## config.mk

```make
export PLATFORM = sky130hd
export DESIGN_NAME = sti_cell
export DESIGN_NICKNAME = d
export VERILOG_FILES = /design/src/rtl/sorted_table_linear_interpolator_macros.svh /design/src/rtl/sti_pkg.sv /design/src/rtl/sti_cell.sv
export SDC_FILE = /design/constraint.sdc
export NUM_CORES = 1
export LEC_CHECK = 0
export BUFFER_PORTS_ARGS = -buffer_cell sky130_fd_sc_hd__buf_2
export CAP_MARGIN = 0
export CORE_ASPECT_RATIO = 1.25
export CORE_MARGIN = 3
export CORE_UTILIZATION = 47
export DETAILED_ROUTE_END_ITERATION = 8
export PLACE_DENSITY = 0.91
export RECOVER_POWER = 25
export SLEW_MARGIN = 20
export SYNTH_ARGS = -nofsm -noshare
export SYNTH_HDL_FRONTEND = slang
export SYNTH_SLANG_ARGS = --single-unit
```

## constraint.sdc

```tcl
create_clock -name i_clk -period 6.4 [get_ports i_clk]
set_input_delay 1.92 -clock i_clk [delete_from_list [all_inputs] [get_ports i_clk]]
set_output_delay 1.92 -clock i_clk [all_outputs]
set_load 0.01 [all_outputs]
```

## src/rtl/sorted_table_linear_interpolator_macros.svh

```systemverilog
// Assertion macros for the sorted breakpoint interpolator.
// Used by the top level only; expects i_clk and i_rst_n in scope.
`ifndef SORTED_TABLE_LINEAR_INTERPOLATOR_MACROS_SVH
`define SORTED_TABLE_LINEAR_INTERPOLATOR_MACROS_SVH

// same-cycle implication
`define STI_ASSERT_IMP(label, ante, cons, msg) \
    label: assert property (@(posedge i_clk) disable iff (!i_rst_n) (ante) |-> (cons)) \
        else $error(msg);

// next-cycle implication
`define STI_ASSERT_NXT(label, ante, cons, msg) \
    label: assert property (@(posedge i_clk) disable iff (!i_rst_n) (ante) |=> (cons)) \
        else $error(msg);

`endif

```

## src/rtl/sti_pkg.sv

```systemverilog
// Package for the sorted breakpoint interpolator: sizes, func codes, cell link types.
// No dependencies.
`default_nettype none
package sti_pkg;
    localparam int TABLE_DEPTH = 32;
    localparam int CNT_W       = $clog2(TABLE_DEPTH + 1);
    localparam int DEN_W       = 17;
    localparam int NUM_W       = 35;
    localparam int STEP_W      = $clog2(NUM_W + 1);

    localparam logic [1:0] FUNC_CLEAR  = 2'd0;
    localparam logic [1:0] FUNC_INSERT = 2'd1;
    localparam logic [1:0] FUNC_QUERY  = 2'd2;
    localparam logic [1:0] FUNC_UNUSED = 2'd3;

    typedef struct packed {
        logic signed [15:0] angle;
        logic signed [15:0] coeff;
        logic               le;
        logic               eq;
    } t_link;

    typedef struct packed {
        logic hit;
        logic lo;
        logic gt;
    } t_flags;
endpackage
`default_nettype wire

```

## src/rtl/sti_cell.sv

```systemverilog
// One table cell: holds one breakpoint, compares it to the key, shifts on insert.
// Depends on sti_pkg.
`default_nettype none
module sti_cell (
    input  wire                 i_clk,
    input  wire                 i_valid,
    input  wire                 i_ins,
    input  wire signed [15:0]   i_key,
    input  wire signed [15:0]   i_new_coeff,
    input  wire sti_pkg::t_link i_prev,
    input  wire                 i_next_gt,
    output sti_pkg::t_link      o_link,
    output sti_pkg::t_flags     o_flags
);
    import sti_pkg::*;

    logic signed [15:0] r_angle, r_coeff;
    logic signed [15:0] n_angle, n_coeff;
    logic le, lt, eq;

    assign le = i_valid && (r_angle <= i_key);
    assign lt = i_valid && (r_angle <  i_key);
    assign eq = i_valid && (r_angle == i_key);

    assign o_link  = '{angle: r_angle, coeff: r_coeff, le: le, eq: eq};
    assign o_flags = '{hit: eq && !i_prev.eq,
                       lo:  lt && i_next_gt,
                       gt:  i_valid && (r_angle > i_key)};

    always_comb begin
        n_angle = r_angle;
        n_coeff = r_coeff;
        if (i_ins && !le) begin
            if (i_prev.le) begin
                n_angle = i_key;
                n_coeff = i_new_coeff;
            end else begin
                n_angle = i_prev.angle;
                n_coeff = i_prev.coeff;
            end
        end
    end

    always_ff @(posedge i_clk) begin
        r_angle <= n_angle;
        r_coeff <= n_coeff;
    end
endmodule
`default_nettype wire

```

; ---- Word-level counts from Yosys, hierarchy flattened
; Index checks and enable logic that the tools add are counted.
[classes]
addsub = 0
multipliers = 0
n_div = 0
order_cmp = 3
n_eq_ne = 1
n_shift = 0
mux = 2
n_bitwise = 0
n_reduce_logical = 9
[ops]
columns = op, n
row1 = $mux W16, 2
row2 = $eq A16 B16 Y1, 1
row3 = $gt A16 B16 Y1, 1
row4 = $le A16 B16 Y1, 1
row5 = $lt A16 B16 Y1, 1
row6 = $logic_and A1 B1 Y1, 7
row7 = $logic_not A1 Y1, 2
[word_totals]
reg_bits = 32
latchBits = 0
ram_bits = 0
rom_bits = 0
inputBits = 70
out_inout_bits = 37
word_cells = 17
memories = 0

; ---- Longest topological paths before layout
; Gate-level depths: netlist of the first run.
[logic_depth]
word_depth = 4
depth_mapped = 8
mapped_depth_nobuf = 7

; ---- Worst setup path before layout of the first run
; No wires, ideal clock.
[synth_timing]
path_kind = input -> output
startpoint = input i_key[6]
endpoint = output o_link[1] (netlist name)
t_arrival_ns = 3.370
required_time_ns = 4.480
setup_slack_ns = 1.110
stages = 8
path_buffers = 1
path_cell_list = inv_1 > ha_1 > a21oi_2 > a21boi_1 > o31a_1 > or3_1 > o211ai_1 > buf_4
[synth_between]
elab_chain_cells = 2
[synth_lines]
columns = element, line_no
row1 = start: declaration, sti_cell.sv:8  ; input wire signed [15:0] i_key,
row2 = $le A16 B16 Y1, sti_cell.sv:21  ; assign le = i_valid && (r_angle <= i_key);
row3 = $logic_and A1 B1 Y1, sti_cell.sv:21
row4 = end: declaration, sti_cell.sv:12  ; output sti_pkg::t_link o_link,
; No other way between the ends.

==> metrics.md, run 1 <==
| Metric | Value |
|---|---|
| Run status | `finished, final reports clean` |
| Wire length of the first global-routing pass | `6820 um` |
| Commonest non-fill, non-tap cells in the layout | `81 x sky130_fd_sc_hd__buf_2, 32 x sky130_fd_sc_hd__mux2_2, 32 x sky130_fd_sc_hd__edfxtp_1` |
| Buffers from clock root to sink, at most | `2` |
| All-Layer GR Usage | `0.179` |
| Post-synthesis cell area | `0.00186 sq mm` |
| Number of different library cells in the post-synthesis netlist | `30` |
| Area of the die | `0.00476 sq mm` |
| Post-CTS clock slew at the launch and capture registers of the worst setup and hold paths | `roughly 60 ps` |
| Root Buffer Master | `sky130_fd_sc_hd__clkbuf_8` |
| Worst hold slack after final layout | `1300 ps` |
| Starting density of the core | `0.513` |
| Insertion delay to the later sink of the worst-skew pair | `around 270 ps` |
| Static Leakage | `0.00114 uW` |
| Largest fanout on the critical path | `3` |
| DRT iter0 DRCs | `47` |
| Flop2flop setup slack | `around 3500 ps` |
| Final worst path period need | `5490 ps` |
| Mapped Nets | `228` |
| Proportion of synthesized chip area in sequential cells | `0.516` |
| End point of the most critical hold path | `r_angle[6]` |
| Actual slew at the worst max-slew pin | `between 700 and 800 ps` |
| Buffers inserted during post-CTS setup optimization | `0` |
| Capture point of the worst reg-to-reg path | `r_angle[8]` |
| Unrepaired setup endpoints after global routing | `no` |
| Number of violations of the max-capacitance limit | `0` |
| Register bit count reported by yosys | `32` |
| M3 GR Usage | `0.0634` |
| Portion of synthesized cell area occupied by the leading cell type | `0.516` |
| Post-CTS Hold Buffers | `0` |
| Beginning of the worst hold path | `r_angle[15]` |
| Number of instances on the worst hold path | `5` |
| Maximum operating frequency | `182 MHz` |
| Clock tree from TritonCTS | `yes` |
| Final routed wire length divided by cell count | `13.6 um` |
| Startpoint of the worst register-to-register path | `r_angle[15]` |
| Ys Warns | `0` |
| Layout overhead on the synthesized area | `33.2%` |
| Average instance area after synthesis | `13.1 sq um` |
| Number of global-route vias before repair | `~1600` |
| Global-route met1 utilization | `0.173` |
| Cts repair resizes | `0` |
| Largest area contributor in the netlist | `sky130_fd_sc_hd__edfxtp_1` |
| Ant. Diodes | `0` |
| Worst relative slew slack | `0.527` |
| Final number of setup-violating endpoints | `0` |
| Register-to-Register Path Depth | `7` |
| Post-synth EDFFs | `32` |
| FP Rows | `24` |
| Post-synthesis instance total | `142` |
| Number of ports placed on the die boundary | `~110` |
| Drt first pass iters | `4` |
| Final GP Congestion | `about 0.8` |
| Count of final hold-check violations | `0` |
| Vert. Die Dim | `between 70 and 80 um` |
| Die width | `around 62 um` |
| Commonest non-fill, non-tap cell in the layout | `sky130_fd_sc_hd__buf_2` |
| Number of buffers created by CTS | `5` |
| Slew Limit Fails | `0` |
| Setup_tns | `0 ps` |
| Layout cell share with drive strength beyond 1 | `0.496` |
| Clock skew | `2.97 ps` |
| Worst Setup Start Kind | `input pin` |
| Detailed Place HPWL | `3340 um` |
| Filler cell count | `just over 300` |
| Num Clock Sinks | `32` |
| Sort of element at the end of the critical path | `output pin` |
| GR Layer Usage met2 | `0.342` |
| Async set-or-reset flop fraction in the synthesized netlist | `0` |
| Number of nets at the end of the flow | `336` |
| Core footprint | `between 0.003 and 0.004 sq mm` |
| Vias per cell | `4.92` |
| Number of antenna violations at the first check in global routing | `0` |
| Final clock period utilization by the worst path | `0.858` |
| Post-detailed-routing wire length | `4120 um` |
| Largest cells by area after synthesis | `sky130_fd_sc_hd__edfxtp_1 52%, sky130_fd_sc_hd__mux2_2 19%, sky130_fd_sc_hd__ha_1 11%` |
| Drc violations | `0` |
| Via count | `between 1000 and 1500` |
| Type of the worst min-delay path | `register to register` |
| PwrDens | `between 200 and 250 mW/mm^2` |
| Aggregate global routing overflow | `0` |
| Count of input and output buffers | `106` |
| IR Drop Worst-Case VDD | `0.158 mV` |
| Endpoint arrival time on the critical path | `3570 ps` |
| ANT nets after route | `0` |
| CTS HTree Levels | `2` |
| Most Used Layer, Global Route | `met2` |
| Maximum number of pins on one net before global-route repair | `33` |
| Category of the critical setup timing path | `input pin to output pin` |
| Worst path required time | `4480 ps` |
| Most common flop cell mapped by yosys | `sky130_fd_sc_hd__edfxtp_1` |
## state kept, by name, indices dropped and copies added (netlist names)
| name | flops |
|---|---|
| r_coeff | 16 |
| r_angle | 16 |
## worst max path at each step
stage	slack (ps)	end	start
5_1_grt	690	o_flags[1]	i_key[13]
3_5_place_dp	900	o_link[1]	i_key[6]
4_1_cts	890	o_flags[1]	i_key[13]
6_report	910	o_flags[0]	i_key[6]
2_1_floorplan	1110	o_link[1]	i_key[6]
3_3_place_gp	950	o_flags[0]	i_key[13]
## routing by layer
| metal | wire length [um] | vias up |
|---|---|---|
| met5 | 0 | - |
| met4 | 52 | 0 |
| met3 | 361 | 6 |
| met2 | 2200 | 73 |
| met1 | 1500 | 669 |
| li1 | - | 737 |
## cell type report
| class | count | area, sq um | area share |
|---|---|---|---|
| flip-flops and latches | 32 | 961 | 0.387 |
| repair buffers | 107 | 507 | 0.204 |
| multi-input cells | 85 | 801 | 0.323 |
| clock buffers | 5 | 68.8 | 0.0277 |
| well taps | 52 | 65.1 | 0.0262 |
| clock inverters | 2 | 7.51 | 0.00303 |
| inverters | 19 | 71.3 | 0.0287 |
## stage by stage
step | total power, uW | setup slack, ps | cells | cell area, sq um | utilization
final | 520 | 908 | 302 | 2480 | 0.683
after global routing | 554 | 686 | 302 | 2480 | 0.683
after CTS | 532 | 888 | 302 | 2510 | 0.691
after detailed placement | 390 | 903 | 295 | 2440 | 0.670
after global placement | 385 | 948 | 295 | 2440 | 0.670
after floorplan | 337 | 1110 | 142 | 1860 | -
## Yosys cell counts, types with 2 or more instances
cell type	number
sky130_fd_sc_hd__ha_1	16
sky130_fd_sc_hd__edfxtp_1	32
sky130_fd_sc_hd__o21a_1	2
sky130_fd_sc_hd__or3_1	2
sky130_fd_sc_hd__nand4_1	2
sky130_fd_sc_hd__nor2_1	3
sky130_fd_sc_hd__inv_1	19
sky130_fd_sc_hd__a21oi_1	4
sky130_fd_sc_hd__mux2_2	32
sky130_fd_sc_hd__buf_1	3
sky130_fd_sc_hd__buf_4	2
sky130_fd_sc_hd__nand2_1	6
sky130_fd_sc_hd__nor2b_1	2
## cell families after synthesis
kind of cell / Yosys count / synth area share
mux: 32 / 0.193
flops: 32 / 0.516
buf+inv: 25 / 0.0544
simple gates: 22 / 0.0645
fa+ha+maj: 16 / 0.107
compound gates: 15 / 0.0645
## worst max-delay path, stage by stage
cell,delay (ps)
sky130_fd_sc_hd__buf_2,90
sky130_fd_sc_hd__inv_1,40
sky130_fd_sc_hd__ha_1,330
sky130_fd_sc_hd__a21oi_2,140
sky130_fd_sc_hd__a21boi_1,70
sky130_fd_sc_hd__o31a_1,310
sky130_fd_sc_hd__nor4_1,370
sky130_fd_sc_hd__o21a_1,180
sky130_fd_sc_hd__buf_2,120
## power breakdown
part	total (uW)	internal (uW)	switching, uW
Sequential	263	256	7.01
Combinational	118	56.3	61.3
Clock	140	71.6	68.2
Total	520	384	137
Note: power is estimated with default switching activity, not from simulation.
==> run 2, diff against run 1 <==
Settings changed: CELL_PAD_IN_SITES_DETAIL_PLACEMENT set to 1, CELL_PAD_IN_SITES_GLOBAL_PLACEMENT set to 2, CORE_UTILIZATION 47 to 28, CTS_CLUSTER_DIAMETER set to 200, PLACE_DENSITY 0.91 to 0.9.
==> run 2 against run 1 <==
Against the previous run:
- routed wire length rose by 16%
- cell count is 11% higher
- setup slack got worse by 17 ps
- critical path depth is the same
- non-clock buffer count stayed put
- clock power grew 5%
- first-iteration DRC count fell by 53%
- via count increased by 1.2%
- critical path type unchanged
- largest cell class unchanged
- largest power group unchanged
==> metrics.md, run 2 (synthesis results as in run 1) <==
| Metric | Value |
|---|---|
| Run status | `finished, final reports clean` |
| Maximum number of pins on one net before global-route repair | `33` |
| Count of input and output buffers | `106` |
| Layout overhead on the synthesized area | `35.4%` |
| CP most frequent cell | `sky130_fd_sc_hd__buf_2` |
| Clock skew | `2.17 ps` |
| Insertion delay to the later sink of the worst-skew pair | `280 ps` |
| M3 GR Usage | `0.0353` |
| Worst path required time | `4480 ps` |
| Worst path max stage delay | `340 ps` |
| Final worst path period need | `5510 ps` |
| Count of final hold-check violations | `0` |
| Area of placed instances | `0.00248 sq mm` |
| Count of placed standard cells including taps | `328` |
| Area of the die | `0.00767 sq mm` |
| Core footprint | `~0.0063 sq mm` |
| Final WS setup | `892 ps` |
| Post-CTS clock slew at the launch and capture registers of the worst setup and hold paths | `70 ps` |
| Worst relative slew slack | `0.511` |
| Clock tree from TritonCTS | `yes` |
| Number of global-route vias before repair | `between 1500 and 2000` |
| Via count | `roughly 1500` |
| Final number of setup-violating endpoints | `0` |
| Worst hold slack after final layout | `1390 ps` |
| DRT iter0 DRCs | `22` |
| Actual slew at the worst max-slew pin | `733 ps` |
| Sort of element at the end of the critical path | `output pin` |
| Relative contribution of sequential cells to total power | `0.498` |
| Num Clock Sinks | `32` |
| Commonest non-fill, non-tap cell in the layout | `sky130_fd_sc_hd__buf_2` |
| Filler cell count | `768` |
| Slew Limit Fails | `0` |
| All-Layer GR Usage | `0.125` |
| Number of nets at the end of the flow | `336` |
| Buffers inserted during post-CTS setup optimization | `0` |
| Switching share of total power | `0.274` |
| Maximum operating frequency | `182 MHz` |
| Aggregate global routing overflow | `0` |
| Worst Setup Start Kind | `input pin` |
| Commonest non-fill, non-tap cells in the layout | `81 x sky130_fd_sc_hd__buf_2, 32 x sky130_fd_sc_hd__mux2_2, 32 x sky130_fd_sc_hd__edfxtp_1` |
| Starting density of the core | `0.295` |
| Ant. Diodes | `0` |
| Post-CTS Hold Buffers | `0` |
| Final clock period utilization by the worst path | `0.861` |
| FP Rows | `32` |
| Detailed Place HPWL | `3830 um` |
| Share of power burned in the clock network | `0.278` |
| Type of the worst min-delay path | `register to register` |
| Setup_tns | `0 ps` |
| Die width | `between 70 and 80 um` |
| Wire length of the first global-routing pass | `7590 um` |
| Category of the critical setup timing path | `input pin to output pin` |
| Drc violations | `0` |
| Critical path, cell by cell | `buf_2 -> inv_1 -> ha_1 -> a21oi_2 -> a21boi_1 -> o31a_1 -> or3_1 -> o211ai_1 -> buf_2` |
| PwrDens | `210 mW/mm^2` |
| CTS HTree Levels | `2` |
| Number of cells in the finished layout apart from fillers | `335` |
| Most Used Layer, Global Route | `met2` |
| Vias per cell | `4.49` |
| Number of antenna violations at the first check in global routing | `0` |
| Drt first pass iters | `3` |
| Vert. Die Dim | `97.2 um` |
| Final cell area excluding filler cells | `0.00252 sq mm` |
| Layout cell share with drive strength beyond 1 | `0.496` |
| Final GP Congestion | `0.722` |
| Unrepaired setup endpoints after global routing | `no` |
| Global-route met1 utilization | `0.128` |
| GR Layer Usage met2 | `0.236` |
| Number of buffers created by CTS | `5` |
| Net switching power | `about 140 uW` |
| Internal power | `384 uW` |
| Cts repair resizes | `0` |
| Worst setup timing slack at the placement stage | `865 ps` |
| Root Buffer Master | `sky130_fd_sc_hd__clkbuf_8` |
| Comb pwr share | `0.224` |
| Final routed wire length divided by cell count | `14.3 um` |
| Buffers from clock root to sink, at most | `2` |
| Slowest cell on crit path | `sky130_fd_sc_hd__or3_1` |
| Endpoint arrival time on the critical path | `3590 ps` |
| IR Drop Worst-Case VDD | `0.120 mV` |
| Number of violations of the max-capacitance limit | `0` |
| Number of ports placed on the die boundary | `107` |
| Post-detailed-routing wire length | `4790 um` |
| Largest registers ranked by flip-flop count | `r_angle: 16 flops, r_coeff: 16 flops` |
| ANT nets after route | `0` |
| Largest fanout on the critical path | `3` |
| Static Leakage | `0.00114 uW` |
run 2: cell counts in the layout (fill, tap and decap cells not counted):
Identical to the previous run, type by type.
run 2: final cells by class:
class	instances	area (sq um)	share of cell area
clock buffer	5	68.8	0.0273
sequential	32	961	0.381
inverter	19	71.3	0.0283
timing repair buffer	107	507	0.201
multi-input combinational	85	801	0.317
tap	85	106	0.0422
clock inverter	2	7.51	0.00298
run 2: stage by stage:
stage,utilization,total power [uW]
finish,0.399,529
global route,0.399,561
CTS,0.404,542
detailed placement,0.392,394
global placement,0.392,389
floorplan,-,337
run 2: critical path: cells and delay by family:
| kind | cells | cell delay [ps] |
|---|---|---|
| AO/OA/AOI/OAI | 4 | 720 |
| adder cells (fa/ha/maj) | 1 | 330 |
| buffers and inverters | 3 | 280 |
| AND/OR/NAND/NOR | 1 | 340 |
run 2: routing by layer:
layer | vias to the layer above | part of all wire
li1 | 733 | -
met4 | 0 | 0.0098
met1 | 709 | 0.38
met3 | 4 | 0.066
met2 | 57 | 0.55
met5 | - | 0
run 2: power by group through the flow:
stage / registers [uW] / logic (uW) / clock network (uW)
2_1_floorplan: 277 / 59.8 / 0
3_3_place_gp: 267 / 122 / 0
3_5_place_dp: 268 / 126 / 0
4_1_cts: 263 / 126 / 153
5_1_grt: 265 / 135 / 161
6_report: 263 / 119 / 147
run 2: worst paths after layout:
| kind | cells after the start | slack (ps) | from | endpoint |
|---|---|---|---|---|
| min | 6 | 1390 | r_angle[15] | r_angle[14] |
| max reg2reg | 7 | 3800 | r_angle[13] | r_coeff[0] |
| max | 9 | 890 | i_key[6] | o_link[1] |
| min reg2reg | 6 | 1390 | r_angle[15] | r_angle[14] |
==> run 3, diff against run 2 <==
Settings changed: PLACE_DENSITY 0.9 to unset, PLACE_DENSITY_LB_ADDON set to 0.1.
==> run 3 against run 2 <==
Against the previous run:
- maximum frequency barely moved
- clock power increased by 9.5%
- count of clock-buffer cells in the layout is 1 higher
- sequential power about the same
- combinational power hardly changed
- hold slack got worse by 1.5 ps
- largest cell class unchanged
- first-iteration DRC count is 14% higher
- non-clock buffer count did not move
==> metrics.md, run 3 (synthesis results as in run 1) <==
| Metric | Value |
|---|---|
| Type of the worst min-delay path | `register to register` |
| Largest fanout on the critical path | `3` |
| Number of violations of the max-capacitance limit | `0` |
| Post-detailed-routing wire length | `4750 um` |
| Endpoint arrival time on the critical path | `3590 ps` |
| Worst Setup Start Kind | `input pin` |
| Layout overhead on the synthesized area | `36.1%` |
| Root Buffer Master | `sky130_fd_sc_hd__clkbuf_8` |
| Run status | `finished, final reports clean` |
| Via count | `1506` |
| Count of input and output buffers | `106` |
| Drc violations | `0` |
| Final number of setup-violating endpoints | `0` |
| Critical path, cell by cell | `buf_2 -> inv_1 -> ha_1 -> a21oi_2 -> a21boi_1 -> o31a_1 -> nor4_1 -> o21a_1 -> buf_2` |
| Power after layout | `between 500 and 600 uW` |
| Slowest cell on crit path | `sky130_fd_sc_hd__nor4_1` |
| Slew Limit Fails | `0` |
| Number of instances on the worst hold path | `6` |
| Count of final hold-check violations | `0` |
| Comb pwr share | `0.219` |
| Final worst path period need | `about 5500 ps` |
| Buffers from clock root to sink, at most | `2` |
| Maximum operating frequency | `181 MHz` |
| Switching share of total power | `0.282` |
| Number of global-route vias before repair | `about 1700` |
| Post-CTS Hold Buffers | `0` |
| Worst relative slew slack | `0.501` |
| Buffers inserted during post-CTS setup optimization | `0` |
| CP most frequent cell | `sky130_fd_sc_hd__buf_2` |
| Maximum number of pins on one net before global-route repair | `33` |
| Net switching power | `153 uW` |
| Area of the die | `0.00767 sq mm` |
| Register-to-Register Path Depth | `7` |
| Worst path required time | `4480 ps` |
| Detailed Place HPWL | `between 3000 and 4000 um` |
| Vert. Die Dim | `97.2 um` |
| Final clock period utilization by the worst path | `0.861` |
| IR Drop Worst-Case VDD | `0.120 mV` |
| PwrDens | `214 mW/mm^2` |
| Number of ports placed on the die boundary | `107` |
| Layout cell share with drive strength beyond 1 | `0.502` |
| Insertion delay to the later sink of the worst-skew pair | `between 200 and 300 ps` |
| FP Rows | `32` |
| Wire length of the first global-routing pass | `7860 um` |
| Number of nets at the end of the flow | `336` |
| Share of power burned in the clock network | `0.297` |
| Post-CTS clock slew at the launch and capture registers of the worst setup and hold paths | `70 ps` |
| Startpoint of the worst register-to-register path | `r_angle[15]` |
| Ant. Diodes | `0` |
| Sort of element at the end of the critical path | `output pin` |
| Commonest non-fill, non-tap cell in the layout | `sky130_fd_sc_hd__buf_2` |
| Number of antenna violations at the first check in global routing | `0` |
| Relative contribution of sequential cells to total power | `0.484` |
| DRT iter0 DRCs | `25` |
| Aggregate global routing overflow | `0` |
| Cts repair resizes | `0` |
| CTS HTree Levels | `2` |
| Beginning of the worst hold path | `r_angle[15]` |
| All-Layer GR Usage | `0.131` |
| Final routed wire length divided by cell count | `14.1 um` |
| Num Clock Sinks | `32` |
| ANT nets after route | `0` |
| Clock skew | `roughly 9.4 ps` |
| Vias per cell | `around 4.5` |
| Static Leakage | `approximately 0.0011 uW` |
| Unrepaired setup endpoints after global routing | `no` |
| Internal power | `389 uW` |
| Critical path startpoint | `i_key[6]` |
| Core footprint | `0.00633 sq mm` |
| Die width | `79.0 um` |
| Number of buffers created by CTS | `5` |
| Clock tree from TritonCTS | `yes` |
| Setup_tns | `0 ps` |
| Commonest non-fill, non-tap cells in the layout | `81 x sky130_fd_sc_hd__buf_2, 32 x sky130_fd_sc_hd__mux2_2, 32 x sky130_fd_sc_hd__edfxtp_1` |
| Final GP Congestion | `about 0.72` |
| Largest registers ranked by flip-flop count | `r_angle: 16 flops, r_coeff: 16 flops` |
| Actual slew at the worst max-slew pin | `749 ps` |
| Category of the critical setup timing path | `input pin to output pin` |
| Starting density of the core | `0.295` |
| Worst path max stage delay | `400 ps` |
| Drt first pass iters | `4` |
[run 3: worst paths after layout]
kind	slack (ps)	endpoint
max	890	o_flags[0]
max reg2reg	3800	r_angle[13]
min	1390	r_angle[14]
min reg2reg	1390	r_angle[14]
[run 3: layout make-up]
type / instances / area [sq um]
flip-flops and latches: 32 / 961
clock buffers: 6 / 72.6
multi-input cells: 85 / 801
repair buffers: 107 / 507
inverters: 19 / 71.3
clock inverters: 2 / 16.3
well taps: 85 / 106
fillers: 752 / 3790
[run 3: through the flow]
step / hold WS, ps / setup slack, ps / std cells / utilization / cell area [sq um]
floorplan: 1550 / 1110 / 142 / - / 1860
global placement: 1380 / 865 / 328 / 0.392 / 2480
detailed placement: 1400 / 867 / 328 / 0.392 / 2480
finish: 1390 / 887 / 336 / 0.401 / 2530
CTS: 1420 / 871 / 336 / 0.406 / 2570
global route: 1470 / 717 / 336 / 0.401 / 2530
[run 3: power groups by stage]
| stage | clock [uW] | sequential, uW | combinational [uW] |
|---|---|---|---|
| floorplan | 0 | 277 | 59.8 |
| global placement | 0 | 266 | 124 |
| detailed placement | 0 | 267 | 126 |
| CTS | 169 | 263 | 127 |
| global route | 176 | 265 | 136 |
| finish | 161 | 263 | 119 |
[run 3: critical path, delay by kind of cell]
family	cells	cell delay [ps]
AOI/OAI and AO/OA	4	700
adders and majority gates	1	320
buffers and inverters	3	250
and+or+nand+nor	1	400
[run 3: routing by layer]
metal	GRT usage	part of all wire	wire length, um	vias to the layer above
li1	-	-	-	735
met1	0.140	0.36	1710	696
met2	0.223	0.51	2420	66
met3	0.0529	0.11	506	9
met4	0.0608	0.024	115	0
met5	0	0	0	-
