==> src/rtl/sorted_table_linear_interpolator_macros.svh <==
// Assertion macros for the sorted breakpoint interpolator.
// Used by the top level only; expects i_clk and i_rst_n in scope.
`ifndef SORTED_TABLE_LINEAR_INTERPOLATOR_MACROS_SVH
`define SORTED_TABLE_LINEAR_INTERPOLATOR_MACROS_SVH

// same-cycle implication
`define STI_ASSERT_IMP(label, ante, cons, msg) \
    label: assert property (@(posedge i_clk) disable iff (!i_rst_n) (ante) |-> (cons)) \
        else $error(msg);

// next-cycle implication
`define STI_ASSERT_NXT(label, ante, cons, msg) \
    label: assert property (@(posedge i_clk) disable iff (!i_rst_n) (ante) |=> (cons)) \
        else $error(msg);

`endif

==> src/rtl/sti_pkg.sv <==
// Package for the sorted breakpoint interpolator: sizes, func codes, cell link types.
// No dependencies.
`default_nettype none
package sti_pkg;
    localparam int TABLE_DEPTH = 32;
    localparam int CNT_W       = $clog2(TABLE_DEPTH + 1);
    localparam int DEN_W       = 17;
    localparam int NUM_W       = 35;
    localparam int STEP_W      = $clog2(NUM_W + 1);

    localparam logic [1:0] FUNC_CLEAR  = 2'd0;
    localparam logic [1:0] FUNC_INSERT = 2'd1;
    localparam logic [1:0] FUNC_QUERY  = 2'd2;
    localparam logic [1:0] FUNC_UNUSED = 2'd3;

    typedef struct packed {
        logic signed [15:0] angle;
        logic signed [15:0] coeff;
        logic               le;
        logic               eq;
    } t_link;

    typedef struct packed {
        logic hit;
        logic lo;
        logic gt;
    } t_flags;
endpackage
`default_nettype wire

==> src/rtl/sti_div.sv <==
// Restoring divider, one quotient bit per cycle, signed numerator, positive divisor.
// Depends on sti_pkg.
`default_nettype none
module sti_div (
    input  wire                     i_clk,
    input  wire                     i_rst_n,
    input  wire                     i_start,
    input  wire signed [sti_pkg::NUM_W-1:0] i_num,
    input  wire        [sti_pkg::DEN_W-1:0] i_den,
    output logic                    o_done,
    output logic signed [15:0]      o_quo
);
    import sti_pkg::*;

    logic              r_busy, r_neg;
    logic [STEP_W-1:0] r_step;
    logic [DEN_W-1:0]  r_den, r_rem;
    logic [NUM_W-1:0]  r_quo;
    logic [DEN_W:0]    trial;
    logic [DEN_W:0]    diff;
    logic [NUM_W-1:0]  quo_s;

    assign trial = {r_rem, r_quo[NUM_W-1]};
    assign diff  = trial - {1'b0, r_den};
    assign o_done = r_busy && (r_step == STEP_W'(NUM_W));
    assign quo_s  = r_neg ? (~r_quo + NUM_W'(1)) : r_quo;
    assign o_quo  = quo_s[15:0];

    always_ff @(posedge i_clk) begin
        if (!i_rst_n) begin
            r_busy <= 1'b0;
            r_step <= '0;
        end else if (i_start) begin
            r_busy <= 1'b1;
            r_step <= '0;
        end else if (o_done) begin
            r_busy <= 1'b0;
        end else if (r_busy) begin
            r_step <= r_step + STEP_W'(1);
        end
    end

    always_ff @(posedge i_clk) begin
        if (i_start) begin
            r_neg <= i_num[NUM_W-1];
            r_quo <= i_num[NUM_W-1] ? (~i_num + NUM_W'(1)) : i_num;
            r_rem <= '0;
            r_den <= i_den;
        end else if (r_busy && !o_done) begin
            if (!diff[DEN_W]) begin
                r_rem <= diff[DEN_W-1:0];
                r_quo <= {r_quo[NUM_W-2:0], 1'b1};
            end else begin
                r_rem <= trial[DEN_W-1:0];
                r_quo <= {r_quo[NUM_W-2:0], 1'b0};
            end
        end
    end
endmodule
`default_nettype wire

==> config.mk <==
export PLATFORM = sky130hd
export DESIGN_NAME = sti_div
export DESIGN_NICKNAME = d
export VERILOG_FILES = /design/src/rtl/sorted_table_linear_interpolator_macros.svh /design/src/rtl/sti_pkg.sv /design/src/rtl/sti_div.sv
export SDC_FILE = /design/constraint.sdc
export NUM_CORES = 1
export LEC_CHECK = 0
export ABC_CLOCK_PERIOD_IN_PS = 2700
export BUFFER_PORTS_ARGS = -buffer_cell sky130_fd_sc_hd__buf_2
export CORE_MARGIN = 2
export CORE_UTILIZATION = 40
export CTS_CLUSTER_DIAMETER = 80
export CTS_CLUSTER_SIZE = 25
export DETAILED_ROUTE_END_ITERATION = 12
export GPL_TIMING_DRIVEN = 0
export HOLD_SLACK_MARGIN = 0.12
export PLACE_DENSITY = 0.69
export SYNTH_ARGS = -nofsm -noshare
export SYNTH_HDL_FRONTEND = slang
export SYNTH_SLANG_ARGS = --single-unit
==> constraint.sdc <==
create_clock -name i_clk -period 2.7 [get_ports i_clk]
set_input_delay 0.135 -clock i_clk [delete_from_list [all_inputs] [get_ports i_clk]]
set_output_delay 0.135 -clock i_clk [all_outputs]
set_load 0.005 [all_outputs]
# --- Word-level counts from Yosys, hierarchy flattened ---
# Index checks and enable logic that the tools add are counted.
op_classes:
  n_eq_ne: 1
  reduce_logical: 7
  bitwise: 4
  add_sub_neg: 4
  muxes: 8
ops:
  columns: ["operator", "count"]
  rows:
  - ["$mux W35", 3]
  - ["$add A35 B2 Y35 const B", 1]
  - ["$not A35 Y35", 1]
  - ["$sub A18 B17 Y18", 1]
  - ["$mux W17", 1]
  - ["$add A16 B1 Y16 const B", 1]
  - ["$mux W16", 1]
  - ["$not A16 Y16", 1]
  - ["$add A6 B1 Y6 const B", 1]
  - ["$eq A6 B6 Y1 const B", 1]
  - ["$reduce_bool A2 Y1", 2]
  - ["$mux W1", 3]
  - ["$logic_and A1 B1 Y1", 2]
  - ["$not A1 Y1", 2]
  - ["$reduce_and A2 Y1", 1]
  - ["$reduce_or A2 Y1", 1]
  - ["$logic_not A1 Y1", 1]
word_totals:
  word_cells: 30
  out_inout_bits: 17
  regBits: 77
  input_bits: 55

# --- Logic depth before layout (Yosys ltp) ---
# Gate-level depths: netlist of the first run.
depth:
  ltp_word: 6
  mapped_depth: 11
  mapped_depth_nobuf: 10

# --- Worst setup path after synthesis of the first run ---
# Ideal clock, no wire load.
synth_path:
  path_type: "reg-to-reg"
  start: "register r_den[8]"
  end: "register r_quo[0] (data pin)"
  slack_ns: 0.193
  arrival_time_ns: 2.247
  path_stages_with_launch: 11
  setup_time_ns: 0.260
  path_buffers: 1
  required_ns: 2.440
  path_cell_list: "edfxtp_1 inv_1 ha_1 a21oi_1 o21ai_0 and2_0 a31o_2 or3_1 and2_1 buf_2 mux2_2"
synth_via:
  elab_chain_cells: 4
synth_lines:
  columns: ["item", "line_no", "source"]
  rows:
  - ["start, declared", "sti_div.sv:17", "logic [DEN_W-1:0] r_den, r_rem;"]
  - ["start signal, assigned", "sti_div.sv:48", "r_den <= i_den;"]
  - ["$sub A18 B17 Y18", "sti_div.sv:24", "assign diff = trial - {1'b0, r_den};"]
  - ["$mux W1", "sti_div.sv:50", "if (!diff[DEN_W]) begin"]
  - ["$mux W35", "sti_div.sv:49", "end else if (r_busy && !o_done) begin"]
  - ["$mux W35", "sti_div.sv:44", "if (i_start) begin"]
  - ["end signal, assigned", "sti_div.sv:46", "r_quo <= i_num[NUM_W-1] ? (~i_num + NUM_W'(1)) : i_num;"]
  - ["end signal, assigned", "sti_div.sv:52", "r_quo <= {r_quo[NUM_W-2:0], 1'b1};"]
  - ["end signal, assigned", "sti_div.sv:55", "r_quo <= {r_quo[NUM_W-2:0], 1'b0};"]
  - ["end, declared", "sti_div.sv:18", "logic [NUM_W-1:0] r_quo;"]
# No other way between the ends. The select of a mux whose other input is x is not followed.
# A chain may end at the register's enable or synchronous reset.

# --- Final worst setup path of the first run ---
layout_path:
  start: "register r_quo[2]"
  end: "output o_quo[13]"
layout_via:
  elab_chain_cells: 3
layout_lines:
  columns: ["item", "line_no", "source"]
  rows:
  - ["$not A16 Y16", "sti_div.sv:26", "assign quo_s = r_neg ? (~r_quo + NUM_W'(1)) : r_quo;"]
  - ["$add A16 B1 Y16", "sti_div.sv:26", null]
  - ["$mux W16", "sti_div.sv:26", null]
  - ["end, declared", "sti_div.sv:11", "output logic signed [15:0] o_quo"]
# No other way between the ends.

==> results of run 1 <==
-- layer usage --
layer	vias to the layer above	GRT usage
met4	0	0.0894
met5	-	0
met3	25	0.0216
met1	2110	0.251
met2	119	0.304
li1	2240	-
-- worst register-to-register path, cell delays in order, from the launching register on --
cell	delay, ns
edfxtp_1	0.43
inv_1	0.09
ha_1	0.22
nand2b_1	0.10
a211o_1	0.22
nand2b_4	0.08
a31o_2	0.26
or3_4	0.39
buf_4	0.19
a2111o_1	0.43
o211ai_1	0.08
-- final timing paths --
| check | from | end |
|---|---|---|
| worst max-delay path | r_quo[2] | o_quo[13] |
| worst min-delay path | i_num[0] | r_quo[0] |
| worst max register to register | r_den[1] | r_rem[13] |
| worst min register to register | r_step[1] | r_step[1] |
-- sequential cells by signal, indices dropped and copies added (netlist names) --
register  cells
r_quo        35
r_den        17
r_rem        17
r_step        6
r_busy        1
r_neg         1
-- where the power goes --
part / internal [mW] / total, mW / leakage (nW) / switching, mW
combinational: 0.441 / 0.995 / 1.58 / 0.554
clock: 0.704 / 1.16 / 0.139 / 0.454
sequential: 1.41 / 1.50 / 0.717 / 0.0981
-- stage by stage --
step | worst slack (ns) | power (mW) | util
floorplan | 0.193 | 2.13 | -
global placement | -0.254 | 2.39 | 0.452
detailed placement | -0.308 | 2.42 | 0.452
CTS | 0.00160 | 3.63 | 0.496
global route | 0.00194 | 3.84 | 0.502
finish | 0.0737 | 3.66 | 0.502
-- layout by cell type (no fill, tap or decap), drive strengths merged, types with 3 or more instances in the layout --
| cell type | count |
|---|---|
| a211oi | 4 |
| a21o | 3 |
| a21oi | 49 |
| and2 | 4 |
| and3 | 3 |
| buf | 83 |
| clkbuf | 34 |
| dfxtp | 24 |
| dlygate4sd3 | 19 |
| edfxtp | 53 |
| ha | 20 |
| inv | 26 |
| mux2 | 4 |
| nand2 | 43 |
| nand2b | 10 |
| nand3 | 6 |
| nand3b | 7 |
| nand4 | 11 |
| nor2 | 73 |
| nor2b | 5 |
| nor3 | 9 |
| nor4 | 4 |
| o211ai | 6 |
| o21a | 3 |
| o21ai | 27 |
| o311a | 5 |
| o31ai | 13 |
| o41ai | 7 |
| or2 | 4 |
| or3 | 11 |
| or4 | 7 |
| xnor2 | 26 |
| xor2 | 37 |
-- area by class of cell --
| type | count | area [um^2] | share of cell area |
|---|---|---|---|
| inverters | 27 | 105 | 0.0167 |
| clock buffers | 15 | 279 | 0.0444 |
| plain buffers | 23 | 96.3 | 0.0153 |
| repair inverters | 1 | 7.51 | 0.00120 |
| well taps | 172 | 215 | 0.0343 |
| clock inverters | 1 | 5.00 | 0.000797 |
| multi-input cells | 429 | 2890 | 0.461 |
| repair buffers | 98 | 606 | 0.0965 |
| flip-flops and latches | 77 | 2070 | 0.330 |
-- cell usage after synthesis, types with 3 or more instances --
| cell type | instances | area (um^2) |
|---|---|---|
| nand2b_1 | 10 | 62.6 |
| nor4_1 | 3 | 18.8 |
| xnor2_1 | 26 | 228 |
| o31ai_1 | 11 | 82.6 |
| o21ai_1 | 4 | 20.0 |
| a21o_1 | 3 | 22.5 |
| o211ai_1 | 6 | 45.0 |
| xor2_1 | 37 | 324 |
| mux2_2 | 4 | 45.0 |
| or4_1 | 6 | 45.0 |
| o41ai_1 | 7 | 61.3 |
| or2_2 | 4 | 25.0 |
| ha_1 | 20 | 250 |
| nor2_1 | 73 | 274 |
| or3_1 | 10 | 62.6 |
| nor2b_1 | 5 | 31.3 |
| nand3b_1 | 7 | 52.6 |
| o21a_1 | 3 | 22.5 |
| nand4_1 | 11 | 68.8 |
| edfxtp_1 | 53 | 1590 |
| and3_1 | 3 | 18.8 |
| nand3_1 | 5 | 25.0 |
| a211oi_1 | 4 | 30.0 |
| inv_1 | 27 | 101 |
| nand2_1 | 43 | 161 |
| clkbuf_1 | 22 | 82.6 |
| nor3_1 | 9 | 45.0 |
| a21oi_1 | 49 | 245 |
| dfxtp_1 | 24 | 480 |
| o311a_1 | 5 | 50.1 |
| o21ai_0 | 23 | 115 |
| and2_1 | 3 | 18.8 |
-- cell families after synthesis --
family | synth area share
AOI/OAI and AO/OA | 0.179
DFF | 0.407
buffers and inverters | 0.0411
adders and majority gates | 0.0531
muxes | 0.0128
xor gates and xnor gates | 0.108
and+or+nand+nor | 0.199
-- repair_timing --
action,in CTS,in global routing
hold endpoints to repair,19,0
endpoints found under the setup margin,45,56
hold buffers,19,0
pin swaps,1,0
gates cloned,1,0
buffers inserted,4,4
gates resized for setup,11,17
==> flow_summary.json, run 1 <==
{
  "status": "finished clean",
  "timing.critical_path.buf_inv": 1,
  "synth-async-reset-ratio": 0,
  "timing.critical_path.to_type": "primary output",
  "synth_enable_flop_cells": 53,
  "drt-vias-per-instance": 5.33,
  "floorplan.die.height_um": 117,
  "globalRoute.totalOverflow": 0,
  "worst_hold_path_type": "input pin to flip-flop",
  "critPathSlowestCell": "or4_4",
  "number_of_cts_inserted_buffers": 9,
  "clockBufferDepth": 2,
  "critPathArrivalTime_ns": 2.49,
  "global_route_wire_length_before_repair_mm": 20.0,
  "floorplan.io_pins": 72,
  "worst-path-max-fanout": 3,
  "htree_num_levels": 3,
  "yosys_register_bits": 77,
  "finalClockSkew_ns": 0.00766,
  "slew_violations": 0,
  "total_count_of_hold_check_failures_in_the_final_report": 0,
  "synth_area_um2": 5090,
  "synth_cell_types": 60,
  "first_pass_iters": 4,
  "antenna-diode-count": 0,
  "whs_path_depth": 2,
  "timing.setup.critical_path_class": "flip-flop to primary output",
  "initialDrtViolationCount": 309,
  "root_buffer": "clkbuf_16",
  "nNetsFinal": 742,
  "critical_path_startpoint_category": "flip-flop",
  "routedLengthMet1_mm": 5.95,
  "worst_ep_required_time_ns": 2.57,
  "antenna_violations_before_repair": 0,
  "hpwl_mm": 9.25,
  "timing.final.crit_period_ns": 2.63,
  "mappedNetlistNets": 636,
  "final_report_setup_violation_count": 0,
  "route.met2.wl_mm": 6.16,
  "gp_congestion": 0.914,
  "r2r_cells": 10,
  "total_number_of_vias": 4494,
  "cell_breakdown_of_the_critical_path": "nor3_2 -> nand2_1 -> or3_1 -> or4_4 -> o41ai_2 -> xnor2_1 -> buf_2",
  "final_ant_viol_nets": 0,
  "post_layout_nonfiller_instances": 843,
  "track_usage": 0.187,
  "timing.critical_path.slowest_cell_delay_ns": 0.47,
  "synth_warnings": 0,
  "timing_worst_slew_pin_value_ns": 0.618,
  "hold_ws_ns": 0.177,
  "routed-wl-met3_um": 436,
  "ir_worst_vdd_mv": 0.310,
  "final_cell_area_um2": 6280,
  "final.fill_count": 1192,
  "worst_setup_hold_path_clk_slew_ns": 0.06,
  "design.die.area_um2": 13600,
  "setup_total_negative_slack_ns": 0,
  "power.density_nw_per_um2": 582,
  "maxClockFrequency_mhz": 381,
  "clk-insertion-delay-late_ns": 0.34,
  "drc_errors": 0,
  "initial_utilization": 0.407,
  "tritoncts": "yes",
  "port_buffers": 71,
  "post_route_cells_drive_above_1_share": 0.192,
  "critical_path_depth_in_cells": 7,
  "cts_sinks": 77,
  "family_with_the_most_delay_on_the_worst_path": "simple AND/OR/NAND/NOR gates",
  "placedInstanceArea_um2": 5660,
  "finalCritPeriodShare": 0.973,
  "finalWirelength_mm": 12.9,
  "setup_repair_after_global_routing_missed_its_margin": "false",
  "grt_start_max_net_pins": 25,
  "avgSynthCellArea_um2": 9.09,
  "r2r_setup_slack_ns": 0.14,
  "core_um2": 12500,
  "total_leakage_power_nw": 2.43,
  "ys_seq_area_frac": 0.407,
  "timing.slew.headroom": 0.588,
  "post_synth_inst_count": 560,
  "wire_per_inst_um": 15.3,
  "dominantRegCellSynth": "edfxtp_1",
  "grt_pass1_vias": 4174,
  "area_growth_syn_to_layout_pct": 23.4,
  "cap_violations": 0,
  "die_width_um": 117,
  "routed.top_layer": "met4",
  "dpl.cell_count": 803,
  "std_cell_rows": 41
}
No activity file was read; power rests on OpenSTA's default activity.
==> run 2, diff against run 1 <==
- CORE_MARGIN: 2 -> 1.5
==> run 2 against run 1 <==
Compared with the run above:
- via count down 0.65%
- final cell count increased by 0.24%
- clock power grew 20%
- critical path depth increased by 3
- die area decreased by 1.7%
- core utilization is 0.59 points higher
- critical endpoint is now r_quo[0]
==> flow_summary.json, run 2 (synthesis results as in run 1) <==
{
  "hold_ws_ns": 0.166,
  "design.die.area_um2": 13400,
  "total_count_of_hold_check_failures_in_the_final_report": 0,
  "die_width_um": 116,
  "power_report.internal_total_mw": 2.72,
  "post_route_cells_drive_above_1_share": 0.202,
  "track_usage": 0.196,
  "antenna-diode-count": 0,
  "drt-vias-per-instance": 5.28,
  "worst_hold_path_type": "input pin to flip-flop",
  "worst_ep_required_time_ns": 2.80,
  "timing.critical_path.to_type": "flip-flop",
  "reg_top3": "r_quo: 35 flops, r_den: 17 flops, r_rem: 17 flops",
  "finalWirelength_mm": 12.9,
  "hpwl_mm": 9.09,
  "final_cell_area_um2": 6350,
  "final_report_setup_violation_count": 0,
  "comb_power_share": 0.256,
  "area_growth_syn_to_layout_pct": 24.8,
  "place_ws_ns": -0.375,
  "total_number_of_vias": 4465,
  "clk-insertion-delay-late_ns": 0.35,
  "setup_slack_ns": 0.0944,
  "p_seq_frac": 0.386,
  "first_pass_iters": 5,
  "cts_sinks": 77,
  "layout.cells.most_common_list": "72 x nor2_1, 72 x buf_2, 53 x edfxtp_1",
  "cap_violations": 0,
  "std_cell_rows": 41,
  "tritoncts": "yes",
  "placedInstanceArea_um2": 5660,
  "wire_per_inst_um": 15.2,
  "critical_path_startpoint_category": "flip-flop",
  "slew_violations": 0,
  "drc_errors": 0,
  "htree_num_levels": 3,
  "global_route_wire_length_before_repair_mm": 20.5,
  "global_route.peak_usage_layer": "met2",
  "floorplan.die.height_um": 116,
  "worst-path-max-fanout": 10,
  "final_ant_viol_nets": 0,
  "globalRouteMet2Util": 0.318,
  "grt_pass1_vias": 4221,
  "sw_frac_of_total": 0.300,
  "largest-register": "r_quo",
  "global_route.usage.met1": 0.260,
  "port_buffers": 71,
  "status": "finished clean",
  "ff_latch_area_um2": 2070,
  "timing.setup.critical_path_class": "flip-flop to flip-flop",
  "root_buffer": "clkbuf_16",
  "final.fill_count": 1187,
  "setup_repair_after_global_routing_missed_its_margin": "true",
  "met3_usage": 0.0282,
  "timing_worst_slew_pin_value_ns": 0.565,
  "nNetsFinal": 744,
  "critPathArrivalTime_ns": 2.71,
  "initial_utilization": 0.407,
  "timing.final.crit_period_ns": 2.61,
  "worst_setup_hold_path_clk_slew_ns": 0.06,
  "number_of_cts_inserted_buffers": 9,
  "total_leakage_power_nw": 2.46,
  "timing.slew.headroom": 0.618,
  "multi_input_logic_area_um2": 2900,
  "globalRoute.totalOverflow": 0,
  "antenna_violations_before_repair": 0,
  "grt_start_max_net_pins": 25,
  "core_um2": 12500,
  "power_frac_clock": 0.358,
  "initialDrtViolationCount": 301,
  "maxClockFrequency_mhz": 384,
  "flip_flop_count_of_the_largest_register_after_layout": 35,
  "finalCritPeriodShare": 0.965,
  "finalClockSkew_ns": 0.00595,
  "gp_congestion": 0.870,
  "floorplan.io_pins": 72,
  "power.density_nw_per_um2": 612,
  "clockBufferDepth": 2,
  "p_sw_mw": 1.17,
  "setup_total_negative_slack_ns": 0,
  "ir_worst_vdd_mv": 0.300
}
-- run 2: stage by stage --
step	utilization	cells	power (mW)
detailed placement	0.452	803	2.42
global placement	0.452	803	2.39
global route	0.507	845	4.07
CTS	0.501	844	3.86
finish	0.507	845	3.88
floorplan	-	560	2.13
-- run 2: per-layer routing --
metal  routed length, um  vias up
met2                6090      118
met3                 502       31
met4                 388        0
met1                5880     2071
met5                   0        -
li1                    -     2245
-- run 2: layout make-up --
| cell class | count | area share |
|---|---|---|
| multi-input combinational | 429 | 0.456 |
| buffer | 24 | 0.0160 |
| timing repair buffer | 99 | 0.0965 |
| inverter | 27 | 0.0165 |
| sequential | 77 | 0.326 |
| tap | 172 | 0.0339 |
| clock buffer | 10 | 0.0394 |
| clock inverter | 6 | 0.0146 |
| timing repair inverter | 1 | 0.00118 |
-- run 2: critical path: stages (launching register included) --
cell,delay (ns)
edfxtp_1,0.44
inv_1,0.08
ha_1,0.22
nand2b_1,0.11
a211o_1,0.20
nand2b_4,0.08
a31o_2,0.26
or3_4,0.37
and2_1,0.16
buf_4,0.17
mux2_2,0.27
-- run 2: worst paths after layout --
check | cells past startpoint | start | slack [ns] | endpoint
worst max register to register | 10 | r_den[1] | 0.09 | r_quo[0]
worst min-delay path | 2 | i_num[0] | 0.17 | r_quo[0]
worst max-delay path | 10 | r_den[1] | 0.09 | r_quo[0]
worst min register to register | 2 | r_step[1] | 0.51 | r_step[1]
-- run 2: timing repair --
item	in CTS	in global routing
pin swaps	2	5
resized for setup	8	21
setup buffers	7	2
setup endpoints to repair	40	55
hold endpoints to repair	19	0
gates cloned	1	0
hold buffers	19	0
-- run 2: power groups by stage --
stage | Clock [mW] | Combinational (mW) | Sequential, mW
floorplan | 0 | 0.637 | 1.49
global placement | 0 | 0.873 | 1.52
detailed placement | 0 | 0.894 | 1.52
CTS | 1.40 | 0.959 | 1.49
global route | 1.45 | 1.10 | 1.51
finish | 1.39 | 0.995 | 1.50
==> run 3, diff against run 2 <==
- RECOVER_POWER: unset -> 25
==> run 3 against run 2 <==
Compared with the run above:
- critical path depth stayed put
- non-clock buffer count stayed put
- sequential power hardly changed
- sequential share of layout area hardly changed
- via count hardly changed
- final cell count stayed put
- clock skew is 0.00081 ns higher
- critical path type unchanged
==> flow_summary.json, run 3 (synthesis results as in run 1) <==
{
  "worst_ep_required_time_ns": 2.81,
  "area_growth_syn_to_layout_pct": 24.8,
  "die_width_um": 116,
  "core_um2": 12500,
  "sw_frac_of_total": 0.300,
  "globalRoute.totalOverflow": 0,
  "whs_path_depth": 2,
  "final_ant_viol_nets": 0,
  "flip_flop_count_of_the_largest_register_after_layout": 35,
  "cap_violations": 0,
  "power.density_nw_per_um2": 612,
  "floorplan.die.height_um": 116,
  "worst_setup_hold_path_clk_slew_ns": 0.06,
  "r2r-end": "r_quo[0]",
  "drt-vias-per-instance": 5.29,
  "hold_path.startpoint": "i_num[0]",
  "comb_power_share": 0.256,
  "global_route.usage.met1": 0.260,
  "slew_violations": 0,
  "worst-path-max-fanout": 10,
  "power_report.internal_total_mw": 2.72,
  "initial_utilization": 0.407,
  "clockBufferDepth": 2,
  "largest-register": "r_quo",
  "layout.cells.most_common_list": "72 x nor2_1, 70 x buf_2, 53 x edfxtp_1",
  "timing.setup.critical_path_class": "flip-flop to flip-flop",
  "final.fill_count": 1185,
  "initialDrtViolationCount": 301,
  "std_cell_rows": 41,
  "family_with_the_most_delay_on_the_worst_path": "simple AND/OR/NAND/NOR gates",
  "setup_slack_ns": 0.0898,
  "timing.critical_path.buf_inv": 2,
  "total_count_of_hold_check_failures_in_the_final_report": 0,
  "drc_errors": 0,
  "globalRouteMet2Util": 0.318,
  "port_buffers": 71,
  "track_usage": 0.196,
  "reg_top3": "r_quo: 35 flops, r_den: 17 flops, r_rem: 17 flops",
  "timing.slew.headroom": 0.135,
  "post_route_cells_drive_above_1_share": 0.199,
  "tritoncts": "yes",
  "worst_hold_path_type": "input pin to flip-flop",
  "finalCritPeriodShare": 0.967,
  "power_frac_clock": 0.358,
  "wire_per_inst_um": 15.2,
  "placedInstanceArea_um2": 5660,
  "holdPathEnd": "r_quo[0]",
  "cell_breakdown_of_the_critical_path": "inv_1 -> ha_1 -> nand2b_1 -> a211o_1 -> nand2b_4 -> a31o_2 -> or3_4 -> and2_1 -> buf_4 -> mux2_2",
  "number_of_cts_inserted_buffers": 9,
  "grt_pass1_vias": 4221,
  "timing_worst_slew_pin_value_ns": 1.30,
  "critPathSlowestCell": "edfxtp_1",
  "cts_sinks": 77,
  "root_buffer": "clkbuf_16",
  "setup_repair_after_global_routing_missed_its_margin": "true",
  "floorplan.io_pins": 72,
  "place_ws_ns": -0.375,
  "nNetsFinal": 744,
  "setup_total_negative_slack_ns": 0,
  "clk-insertion-delay-late_ns": 0.35,
  "r2r_cells": 10,
  "htree_num_levels": 3,
  "final_report_setup_violation_count": 0,
  "critical_path_startpoint_category": "flip-flop",
  "antenna-diode-count": 0,
  "total_number_of_vias": 4467,
  "design.die.area_um2": 13400,
  "finalClockSkew_ns": 0.00676,
  "timing.final.crit_period_ns": 2.61,
  "total_leakage_power_nw": 2.45,
  "timing.critical_path.to_type": "flip-flop",
  "p_seq_frac": 0.386,
  "dpl.cell_count": 803,
  "first_pass_iters": 5,
  "p_sw_mw": 1.17,
  "met3_usage": 0.0282,
  "critPathArrivalTime_ns": 2.72,
  "gp_congestion": 0.870,
  "hpwl_mm": 9.09,
  "timing.critical_path.slowest_cell_delay_ns": 0.44,
  "maxClockFrequency_mhz": 383,
  "final_cell_area_um2": 6350,
  "post_layout_nonfiller_instances": 845,
  "finalWirelength_mm": 12.9,
  "grt_start_max_net_pins": 25,
  "layout.cells.most_common": "nor2_1",
  "critical_path.reg2reg.startpoint": "r_den[1]",
  "global_route.peak_usage_layer": "met2",
  "global_route_wire_length_before_repair_mm": 20.5,
  "antenna_violations_before_repair": 0,
  "r2r_setup_slack_ns": 0.09,
  "ir_worst_vdd_mv": 0.299,
  "status": "finished clean"
}
-- run 3: cell count changes in the layout (fill, tap and decap cells not counted) --
cell,previous run,this run
clkbuf_1,17,19
buf_2,72,70
-- run 3: how the worst max path moves through the flow --
stage,slack [ns],startpoint,depth (start not counted),to
floorplan,0.19,r_den[8],10,r_quo[0]
global placement,-0.25,r_step[0],8,r_rem[16]
detailed placement,-0.37,r_step[0],8,r_rem[16]
CTS,0.008,r_den[6],10,r_quo[0]
global route,-0.02,r_den[15],10,r_quo[0]
finish,0.09,r_den[1],10,r_quo[0]
-- run 3: routing by layer --
metal | vias up | wire length (um)
li1 | 2245 | -
met1 | 2069 | 5880
met2 | 124 | 6090
met3 | 29 | 506
met4 | 0 | 384
met5 | - | 0
-- run 3: per-stage QoR --
stage	total power, mW	hold slack [ns]	util
2_1_floorplan	2.13	0.234	-
3_3_place_gp	2.39	0.312	0.452
3_5_place_dp	2.42	0.313	0.452
4_1_cts	3.86	0.170	0.501
5_1_grt	4.07	0.172	0.507
6_report	3.89	0.168	0.507
-- run 3: power groups by stage --
stage / registers (mW) / logic, mW / clock network, mW
4_1_cts: 1.49 / 0.959 / 1.40
2_1_floorplan: 1.49 / 0.637 / 0
3_5_place_dp: 1.52 / 0.894 / 0
6_report: 1.50 / 0.996 / 1.39
5_1_grt: 1.51 / 1.10 / 1.45
3_3_place_gp: 1.52 / 0.873 / 0
-- run 3: cell type report --
cell class,instances,area [um^2],share of cell area
repair inverters,1,7.51,0.00118
multi-input cells,429,2900,0.456
clock inverters,6,92.6,0.0146
plain buffers,24,101,0.0160
repair buffers,99,611,0.0962
well taps,172,215,0.0339
clock buffers,10,250,0.0394
inverters,27,105,0.0166
flip-flops and latches,77,2070,0.326
-- run 3: what timing repair did --
action / 4_1_cts / 5_1_grt
hold buffers: 19 / 0
setup endpoints to repair: 40 / 55
setup buffers: 7 / 2
hold endpoints to repair: 19 / 0
cloned: 1 / 0
resized for setup: 8 / 21
pin swaps: 2 / 5
